$ cat config.mk
export PLATFORM = sky130hd
export DESIGN_NAME = rpac_trig
export DESIGN_NICKNAME = d
export VERILOG_FILES = /design/src/hdl/rpac_pkg.sv /design/src/hdl/rpac_trig.sv
export SDC_FILE = /design/constraint.sdc
export NUM_CORES = 1
export LEC_CHECK = 0
export ABC_CLOCK_PERIOD_IN_PS = 14700
export BUFFER_PORTS_ARGS = -buffer_cell sky130_fd_sc_hd__buf_2
export CORE_ASPECT_RATIO = 2
export CORE_MARGIN = 1.5
export CORE_UTILIZATION = 65
export DETAILED_ROUTE_END_ITERATION = 10
export PLACE_DENSITY = 0.89
export SLEW_MARGIN = 20
export SYNTH_ARGS = -nofsm -noshare
export SYNTH_HDL_FRONTEND = slang
export SYNTH_SLANG_ARGS = --single-unit
$ cat constraint.sdc
create_clock -name vclk -period 14.7
set_input_delay 2.94 -clock vclk [all_inputs]
set_output_delay 2.94 -clock vclk [all_outputs]
set_load 0.005 [all_outputs]
$ cat src/hdl/rpac_pkg.sv
// Shared constants, sine table and trig scaling for the point rotator.
package rpac_pkg;

  localparam int ANGLE_BITS   = 8;
  localparam int CFG_IDX_BITS = 2;
  localparam int QSINE_FRAC   = 16;
  localparam int QSINE_DEPTH  = 65;
  localparam int QSINE_IDX_W  = $clog2(QSINE_DEPTH);

  localparam logic [CFG_IDX_BITS-1:0] CFG_ANGLE    = 2'd0;
  localparam logic [CFG_IDX_BITS-1:0] CFG_CENTER_X = 2'd1;
  localparam logic [CFG_IDX_BITS-1:0] CFG_CENTER_Y = 2'd2;

  localparam logic [ANGLE_BITS-1:0] QUARTER_TURN = 8'd64;

  // Quarter-wave sine, Q1.16: round(65536*sin(k*pi/128)), k = 0..64
  localparam logic [QSINE_FRAC:0] QSINE [QSINE_DEPTH] = '{
    17'd0,     17'd1608,  17'd3216,  17'd4821,  17'd6424,  17'd8022,  17'd9616,  17'd11204,
    17'd12785, 17'd14359, 17'd15924, 17'd17479, 17'd19024, 17'd20557, 17'd22078, 17'd23586,
    17'd25080, 17'd26558, 17'd28020, 17'd29466, 17'd30893, 17'd32303, 17'd33692, 17'd35062,
    17'd36410, 17'd37736, 17'd39040, 17'd40320, 17'd41576, 17'd42806, 17'd44011, 17'd45190,
    17'd46341, 17'd47464, 17'd48559, 17'd49624, 17'd50660, 17'd51665, 17'd52639, 17'd53581,
    17'd54491, 17'd55368, 17'd56212, 17'd57022, 17'd57798, 17'd58538, 17'd59244, 17'd59914,
    17'd60547, 17'd61145, 17'd61705, 17'd62228, 17'd62714, 17'd63162, 17'd63572, 17'd63944,
    17'd64277, 17'd64571, 17'd64827, 17'd65043, 17'd65220, 17'd65358, 17'd65457, 17'd65516,
    17'd65536
  };

  // Rescale a Q1.16 magnitude to frac fraction bits, rounding half up on narrowing.
  function automatic logic [31:0] scale_trig(input logic [QSINE_FRAC:0] v,
                                             input int unsigned frac);
    logic [31:0] u;
    logic [31:0] half;
    int unsigned sh;
    u = {15'd0, v};
    if (frac >= QSINE_FRAC) begin
      return u << (frac - QSINE_FRAC);
    end
    sh   = QSINE_FRAC - frac;
    half = (32'd1 << sh) >> 1;
    return (u + half) >> sh;
  endfunction

endpackage

$ cat src/hdl/rpac_trig.sv
// Sine and cosine of the rotation angle from the quarter-wave table.
module rpac_trig #(
  parameter int TRIG_FRAC_BITS = 16
) (
  input  logic [rpac_pkg::ANGLE_BITS-1:0] angle,
  output logic signed [TRIG_FRAC_BITS+1:0] sin_val,
  output logic signed [TRIG_FRAC_BITS+1:0] cos_val
);

  localparam int TW = TRIG_FRAC_BITS + 2;

  logic [rpac_pkg::ANGLE_BITS-1:0] cos_angle;

  assign cos_angle = rpac_pkg::ANGLE_BITS'(angle + rpac_pkg::QUARTER_TURN);

  function automatic logic signed [TW-1:0] wave(input logic [rpac_pkg::ANGLE_BITS-1:0] step);
    logic [1:0]                        quad;
    logic [rpac_pkg::QSINE_IDX_W-1:0]  idx;
    logic [31:0]                       mag;
    logic signed [TW-1:0]              sval;
    quad = step[7:6];
    // odd quadrants run the table backward
    if (quad[0]) begin
      idx = rpac_pkg::QSINE_IDX_W'(7'd64 - {1'b0, step[5:0]});
    end else begin
      idx = {1'b0, step[5:0]};
    end
    mag  = rpac_pkg::scale_trig(rpac_pkg::QSINE[idx], TRIG_FRAC_BITS);
    sval = signed'(mag[TW-1:0]);
    return quad[1] ? -sval : sval;
  endfunction

  assign sin_val = wave(angle);
  assign cos_val = wave(cos_angle);

endmodule

==> results.md, run 1 <==
- Cell variety after synth: 79
- CTS Hold Bufs: 0
- Cell taking the most area after synthesis: o21ai_0
- Most frequent cell after synthesis: o21ai_0
- Seq/Total Area, Yosys: 0%
- Global Route Usage Sum: 63.0%
- Error: [ERROR GRT-0116] Global routing finished with congestion. Check the congestion regions in the DRC Viewer.
- Row count: 46
- Stop stage: 5_1_grt
- Post-Syn Area: 5290 um^2
- PostCTS Resize Cnt: 0
- Total congestion overflow: 35
- Die X: 66.8 um
- Final weighted congestion in routability-driven placement: 1.16
- Post-synth top cells: o21ai_0, nand2_1, clkbuf_1
- IO buf count: 44
- First-pass GRT wire length: 42300 um
- Mapped Nets: 892
- Synth Instances: 860
- Warnings from Yosys: 0
- Post-DP HPWL: 18200 um
- Vias in the first global route: 7520
- Status: did not finish
- Initial Util: 67.0%
- # IOs: 44
- Top cell type's share of synthesized area: 7.95%
- Postcts setup bufs: 0
- Pin count of the biggest net entering global routing: 70
- Leading cell types by total area after synthesis: o21ai_0, a21oi_1, ha_1
- Syn Area/Cell: 6.15 um^2
- Die height: 131 um
## cells by family after synthesis
logic type	after synthesis	share of synthesized area [%]
compound gates	383	50.0
xor+xnor	37	6.13
fa+ha+maj	24	5.68
buf+inv	121	9.02
mux	9	1.85
simple gates	286	27.3
## per-layer routing
metal / overflow / GRT usage, %
met5: 0 / 0
met4: 14 / 69.0
met3: 0 / 32.8
met2: 21 / 89.9
met1: 0 / 60.3
## stage by stage
stage               hold WS [ns]  setup slack [ns]  instance area, um^2  std cells  util (%)
floorplan                   6.24              4.40                 5290        860         -
CTS                         6.36              3.46                 5410        920      68.5
detailed placement          6.36              3.48                 5410        920      68.5
global placement            6.36              3.52                 5410        920      68.5
==> inputs of run 2 (changes only) <==
--- a/config.mk
+++ b/config.mk
@@ -7,11 +7,10 @@
 export LEC_CHECK = 0
 export ABC_CLOCK_PERIOD_IN_PS = 14700
 export BUFFER_PORTS_ARGS = -buffer_cell sky130_fd_sc_hd__buf_2
-export CORE_ASPECT_RATIO = 2
 export CORE_MARGIN = 1.5
-export CORE_UTILIZATION = 65
+export CORE_UTILIZATION = 40
 export DETAILED_ROUTE_END_ITERATION = 10
-export PLACE_DENSITY = 0.89
+export PLACE_DENSITY_LB_ADDON = 0.15
 export SLEW_MARGIN = 20
 export SYNTH_ARGS = -nofsm -noshare
 export SYNTH_HDL_FRONTEND = slang
==> run 2 against run 1 <==
Compared with the run above: the run now ends clean; synthesized area did not move; synthesized cell count did not move.
==> results.md, run 2 <==
- # IOs: 44
- Final hold vios: 0
- Hold path start: angle[7]
- Maximum vdd ir drop: 22.0 uV
- Hold Crit Depth: 3
- Crit-path max FO: 60
- Pin count of the biggest net entering global routing: 79
- Hold path endpoint: sin_val[17]
- Final ANT Viol Nets: 0
- Post-DP HPWL: 17100 um
- Post-layout nets: 854
- Syn Area/Cell: 6.15 um^2
- Slew HR: 28.9%
- Cell taking the most area after synthesis: o21ai_0
- Post-Syn Area: 5290 um^2
- Commonest non-fill, non-tap cell in the layout: o21ai_0
- Top cell type's share of synthesized area: 7.95%
- Startpoint types: input port
- IO buf count: 44
- PostCTS Resize Cnt: 0
- Mux cell area share after synthesis: 1.85%
- Worst-Margin Slew: 1.05 ns
- Cell variety after synth: 79
- Initial DRC Count: 1368
- Compound-Gate Fraction of Synth Area: 50.0%
- TritonRoute pass-1 iters: 8
- P&R area growth vs syn: 3.79%
- CTS Hold Bufs: 0
- Data required time of the worst path: 11.76 ns
- Die height: 118 um
- Status: finished, final reports clean
- Die ar.: 13900 um^2
- Crit path time final: 12.40 ns
- Final weighted congestion in routability-driven placement: 1.09
- Initial Util: 41.4%
- Vias in the first global route: 6424
- Global Route Usage Sum: 33.5%
- Leading cell types by total area after synthesis: o21ai_0, a21oi_1, ha_1
- Mapped Nets: 892
- Post-layout util: 43.0%
- Residual DRC count: 0
- Number of clock buffers in the layout: 0
- Period utilization: 84.4%
- Total Wirelength: 24900 um
- Simple-gate share of the synthesized area: 27.3%
- Synth Instances: 860
- PD cells: 58.2 nW/um^2
- Layout cells sized above 1: 11.5%
- Row count: 41
- Total of max-cap violations: 0
- Most frequent cell after synthesis: o21ai_0
- RSZ-0062 raised after global routing: false
- Crit end category: output pin
- Initial antenna violation count: 0
- Xor-xnor portion of the synthesized cell area: 6.13%
- Setup TNS: 0 ns
- Postcts setup bufs: 0
- Warnings from Yosys: 0
- Commonest cells after routing, fill and taps aside: o21ai_0, nand2_1, a21oi_1
- Total congestion overflow: 0
- Adder-Cell Fraction of Synth Area: 5.68%
- Largest family of logic cells by synthesized area: compound AO/OA/AOI/OAI gates
- Fmax: 80.6 MHz
- Endpoints failing setup: 0
- Seq Cell Count: 0
- Vias: 7293
- N_diodes: 0
- Seq/Total Area, Yosys: 0%
- Post-synth top cells: o21ai_0, nand2_1, clkbuf_1
- DR WL/cell: 25.1 um
- Core ar.: 12800 um^2
- Vias/cell: 7.35
- Arrival @ worst endpoint: 9.46 ns
- Final Slew Violations: 0
- Die X: 118 um
- WS Path Type: input port to output pin
- Hold crit path type: input port to output pin
- First-pass GRT wire length: 38100 um
- Timing startpoint of the critical path: angle[0]
- Reg area: 0 um^2
- Leakage power: 1.92 nW
==> run 2: cell counts after synthesis <==
Identical to the previous run, type by type.
==> run 2: worst max-delay path: stages <==
cell and delay (ns):
buf_2 0.08, buf_4 0.51, clkinv_1 0.53, ha_1 0.35
buf_4 0.24, or3_1 0.53, nand2_1 0.74, clkinv_1 0.80
xnor2_1 0.50, a2111oi_0 0.18, a311oi_1 0.71, nand4b_1 0.32
nand4bb_1 0.39, o21ai_0 0.27, xor2_1 0.18, buf_2 0.14
==> run 2: per-stage QoR <==
step | cells | hold slack (ns) | power [mW] | setup slack [ns] | instance area [um^2]
after floorplan | 860 | 6.24 | 0.210 | 4.40 | 5290
after CTS | 992 | 6.34 | 0.305 | 2.65 | 5480
after global routing | 992 | 6.37 | 0.340 | 1.82 | 5490
after global placement | 992 | 6.33 | 0.305 | 2.70 | 5480
final | 992 | 6.33 | 0.319 | 2.30 | 5490
after detailed placement | 992 | 6.33 | 0.304 | 2.68 | 5480
==> run 2: worst max path at each step <==
stage | endpoint | slack [ns] | depth (start not counted)
2_1_floorplan | sin_val[17] | 4.40 | 17
4_1_cts | cos_val[9] | 2.65 | 16
3_5_place_dp | cos_val[9] | 2.68 | 16
3_3_place_gp | cos_val[15] | 2.70 | 16
5_1_grt | cos_val[9] | 1.82 | 16
6_report | cos_val[9] | 2.30 | 16
==> run 2: layer usage <==
metal | vias up | part of all wire, % | track usage (%)
met2 | 592 | 41 | 47.4
li1 | 3226 | - | -
met5 | - | 0 | 0
met4 | 0 | 3.0 | 8.61
met3 | 81 | 15 | 9.21
met1 | 3394 | 42 | 49.0
==> run 2: logic make-up (layout without fill, tap and decap cells) <==
group | Yosys count | after routing
AO/OA/AOI/OAI | 383 | 383
AND/OR/NAND/NOR | 286 | 286
buffers and inverters | 121 | 81
XOR/XNOR | 37 | 37
adder cells (fa/ha/maj) | 24 | 24
multiplexers | 9 | 9
==> run 2: where the power goes <==
part | leakage, nW | total [mW] | switching [mW] | internal (mW)
registers | 0 | 0 | 0 | 0
clock network | 0 | 0 | 0 | 0
logic | 1.92 | 0.319 | 0.208 | 0.111
==> run 2: area by class of cell <==
cell class,count,area [um^2]
Fill cell,1353,7290
Multi-Input combinational cell,739,4860
Timing Repair Buffer,59,333
Tap cell,172,215
Inverter,22,82.6
Power figures use the tool's default switching activity.
==> inputs of run 3 (changes only) <==
--- a/config.mk
+++ b/config.mk
@@ -5,7 +5,7 @@
 export SDC_FILE = /design/constraint.sdc
 export NUM_CORES = 1
 export LEC_CHECK = 0
-export ABC_CLOCK_PERIOD_IN_PS = 14700
+export ABC_CLOCK_PERIOD_IN_PS = 12400
 export BUFFER_PORTS_ARGS = -buffer_cell sky130_fd_sc_hd__buf_2
 export CORE_MARGIN = 1.5
 export CORE_UTILIZATION = 40
==> constraint.sdc (replaced) <==
create_clock -name vclk -period 12.4
set_input_delay 2.48 -clock vclk [all_inputs]
set_output_delay 2.48 -clock vclk [all_outputs]
set_load 0.005 [all_outputs]
==> run 3 against run 2 <==
Compared with the run above: worst setup slack worse by 0.40 ns; first-iteration DRC count up 6.4%; critical path depth down 1; worst hold slack worse by 0.91 ns; sequential share of layout area unchanged; die area unchanged.
==> results.md, run 3 (synthesis gave the netlist of run 2 again) <==
- Pin count of the biggest net entering global routing: 60
- Status: finished, final reports clean
- Crit path time final: 10.50 ns
- Most used routing layer: met1
- CTS Hold Bufs: 0
- Hold path start: angle[7]
- CP peak stage delay: 0.90 ns
- Postcts setup bufs: 0
- Number of clock buffers in the layout: 0
- Final ANT Viol Nets: 0
- Placed instance count: 994
- Hold crit path type: input port to output pin
- Crit end category: output pin
- Routing usage on met2: 44.7%
- Maximum vdd ir drop: 22.3 uV
- P&R area growth vs syn: 3.95%
- Worst-Margin Slew: 1.11 ns
- Crit-path max FO: 31
- Arrival @ worst endpoint: 8.02 ns
- TritonRoute pass-1 iters: 6
- Total congestion overflow: 0
- # IOs: 44
- Setup TNS: 0 ns
- Initial Util: 41.4%
- Cell family with most CP delay: simple AND/OR/NAND/NOR gates
- Layout cells sized above 1: 11.6%
- Row count: 41
- Post-layout nets: 856
- Fmax: 95.2 MHz
- RSZ-0062 raised after global routing: false
- Final hold vios: 0
- Initial antenna violation count: 0
- Worst path bufs/invs: 5
- Vias in the first global route: 6256
- Die X: 118 um
- Data required time of the worst path: 9.92 ns
- Final Slew Violations: 0
- Total Wirelength: 23300 um
- Endpoints failing setup: 0
- Leakage power: 1.93 nW
- Commonest non-fill, non-tap cell in the layout: o21ai_0
- PostCTS Resize Cnt: 0
- DR WL/cell: 23.5 um
- Vias: 7282
- Vias/cell: 7.33
- Residual DRC count: 0
- Commonest cells after routing, fill and taps aside: o21ai_0, nand2_1, a21oi_1
- IO buf count: 44
- Seq Cell Count: 0
- Slowest-stage cell, CP: o311ai_0
- Reg area: 0 um^2
- CP most frequent cell: buf_2
- Core ar.: 12800 um^2
- Hold path endpoint: sin_val[17]
- Global Route Usage Sum: 31.1%
- N_diodes: 0
- Post-route insts no fill: 994
- Post-DP HPWL: 16500 um
- Final weighted congestion in routability-driven placement: 1.01
- Crit-path cells: buf_2, clkinv_1, ha_1, nand2b_1, xnor2_2, buf_4, inv_1, a21oi_1, nor2_1, o311ai_0, nand4b_1, or4_4, or4b_1, o31a_1, buf_2
- Hold Crit Depth: 3
- Die height: 118 um
- PD cells: 67.4 nW/um^2
- First-pass GRT wire length: 35600 um
- Slew HR: 25.0%
- M3 GR Usage: 7.66%
- Period utilization: 84.7%
- Grt met1 use: 45.0%
- Die ar.: 13900 um^2
- Startpoint types: input port
- Initial DRC Count: 1455
- WS Path Type: input port to output pin
- Total of max-cap violations: 0
## run 3: changes by cell type in the layout (fill, tap and decap cells not counted), sizes merged
cell / before / now
buf: 59 / 61
## run 3: worst max path at each step
stage | cells after the start | endpoint | slack, ns | from
floorplan | 17 | sin_val[17] | 3.02 | angle[0]
global placement | 14 | sin_val[17] | 2.21 | angle[1]
detailed placement | 15 | sin_val[17] | 2.16 | angle[0]
CTS | 15 | sin_val[17] | 2.14 | angle[0]
global route | 15 | sin_val[17] | 1.68 | angle[0]
finish | 15 | sin_val[17] | 1.90 | angle[0]
## run 3: stage by stage
stage                     utilization (%)  hold slack (ns)  total power [mW]  instance area [um^2]  worst slack, ns
after global routing                 43.0             5.47             0.395                  5500             1.68
final                                43.0             5.42             0.370                  5500             1.90
after detailed placement             43.0             5.42             0.355                  5490             2.16
after floorplan                         -             5.32             0.249                  5290             3.02
after CTS                            43.0             5.42             0.356                  5490             2.14
after global placement               43.0             5.41             0.355                  5490             2.21
## run 3: power breakdown
group          switching [mW]  leakage [nW]  internal [mW]
registers                   0             0              0
clock network               0             0              0
logic                   0.238          1.93          0.132
## run 3: layer usage
layer | share of wire, % | vias to the layer above
met5 | 0 | -
met4 | 3.3 | 0
met3 | 14 | 80
met2 | 42 | 592
met1 | 41 | 3365
li1 | - | 3245
## run 3: final cells by class
| type | instances | area (um^2) |
|---|---|---|
| Tap cell | 172 | 215 |
| Multi-Input combinational cell | 739 | 4850 |
| Inverter | 22 | 82.6 |
| Timing Repair Buffer | 61 | 348 |
| Fill cell | 1356 | 7280 |
==> inputs of run 4 (changes only) <==
--- a/config.mk
+++ b/config.mk
@@ -5,7 +5,7 @@
 export SDC_FILE = /design/constraint.sdc
 export NUM_CORES = 1
 export LEC_CHECK = 0
-export ABC_CLOCK_PERIOD_IN_PS = 12400
+export ABC_CLOCK_PERIOD_IN_PS = 10700
 export BUFFER_PORTS_ARGS = -buffer_cell sky130_fd_sc_hd__buf_2
 export CORE_MARGIN = 1.5
 export CORE_UTILIZATION = 40
==> constraint.sdc (replaced) <==
create_clock -name vclk -period 10.7
set_input_delay 2.14 -clock vclk [all_inputs]
set_output_delay 2.14 -clock vclk [all_outputs]
set_load 0.005 [all_outputs]
==> run 4 against run 3 <==
Compared with the run above: via count is 2.2% higher; global-route usage rose by 3.4 points; non-clock buffer count is 2 higher; utilization grew 0.098 points; flip-flop and latch count unchanged.
==> results.md, run 4 (synthesis gave the netlist of run 2 again) <==
- RSZ-0062 raised after global routing: false
- Post-layout util: 43.1%
- Core ar.: 12800 um^2
- Hold crit path type: input port to output pin
- Total Wirelength: 25500 um
- Die X: 118 um
- WS Path Type: input port to output pin
- Final weighted congestion in routability-driven placement: 1.03
- PostCTS Resize Cnt: 0
- Post-DP Area: 5510 um^2
- Global Route Usage Sum: 34.5%
- Crit path time final: 9.45 ns
- DR WL/cell: 25.7 um
- Vias/cell: 7.47
- Final Slew Violations: 0
- Initial DRC Count: 1197
- Clock power share: 0%
- Placed instance count: 996
- Final hold vios: 0
- First-pass GRT wire length: 38800 um
- P_int: 154 uW
- Period utilization: 88.4%
- P&R area growth vs syn: 4.19%
- Row count: 41
- Setup TNS: 0 ns
- Postcts setup bufs: 0
- Maximum vdd ir drop: 30.8 uV
- Fin area: 5510 um^2
- Status: finished, final reports clean
- Fmax: 106 MHz
- Psw: 291 uW
- Vias: 7441
- PD cells: 80.8 nW/um^2
- Total Power: 445 uW
- Residual DRC count: 0
- Commonest cells after routing, fill and taps aside: o21ai_0, nand2_1, a21oi_1
- Post-route insts no fill: 996
- Pin count of the biggest net entering global routing: 60
- Combinational share of power: 100.0%
- Die ar.: 13900 um^2
- IO buf count: 44
- Startpoint types: input port
- Switching share of total power: 65.3%
- Worst-Margin Slew: 1.04 ns
- Layout cells sized above 1: 11.7%
- Total congestion overflow: 0
- # IOs: 44
- Leakage power: 1.94 nW
- N_diodes: 0
- Post-DP HPWL: 17900 um
- TritonRoute pass-1 iters: 7
- Reg area: 0 um^2
- Initial Util: 41.4%
- Part of the power in registers: 0%
- Initial antenna violation count: 0
- Endpoints failing setup: 0
- Data required time of the worst path: 8.56 ns
- Final ANT Viol Nets: 0
- Crit-path max FO: 29
- Vias in the first global route: 6477
- CTS Hold Bufs: 0
- Total of max-cap violations: 0
- Seq Cell Count: 0
- Crit end category: output pin
- Commonest non-fill, non-tap cell in the layout: o21ai_0
- Die height: 118 um
- Slew HR: 30.6%
- Number of clock buffers in the layout: 0
- Post-layout nets: 858
- Arrival @ worst endpoint: 7.31 ns
run 4: power by group through the flow:
stage          logic [mW]  clock network [mW]  registers [mW]
2_1_floorplan       0.288                   0               0
3_3_place_gp        0.427                   0               0
3_5_place_dp        0.424                   0               0
4_1_cts             0.425                   0               0
5_1_grt             0.471                   0               0
6_report            0.445                   0               0
run 4: final timing paths:
path  slack, ns     start     endpoint  depth (start not counted)
max        1.25  angle[1]  sin_val[17]                         15
min        4.74  angle[7]  sin_val[17]                          3
run 4: cell type report:
type               count  area (um^2)
well taps            172          215
multi-input cells    739         4850
repair buffers        63          363
fillers             1361         7270
inverters             22         82.6
run 4: layer usage:
metal  track usage [%]  routed length [um]
met1              49.0               10500
met2              49.8               10500
met3              11.6                3790
met5                 0                   0
met4              7.47                 789
run 4: stage by stage:
stage | hold WS [ns] | setup WS [ns]
floorplan | 4.64 | 2.00
global placement | 4.74 | 1.56
detailed placement | 4.74 | 1.36
CTS | 4.74 | 1.34
global route | 4.77 | 1.04
finish | 4.74 | 1.25
run 4: critical path, cell delays in order:
cell and delay (ns):
buf_2 0.42, inv_1 0.18, ha_1 0.73, nand2_1 0.14
nand2_1 0.27, ha_1 0.50, a2111oi_0 0.21, a211oi_1 0.24
a211oi_1 0.15, o41ai_1 0.68, o221ai_2 0.22, or4_4 0.55
or4b_1 0.51, o31a_1 0.25, buf_2 0.12
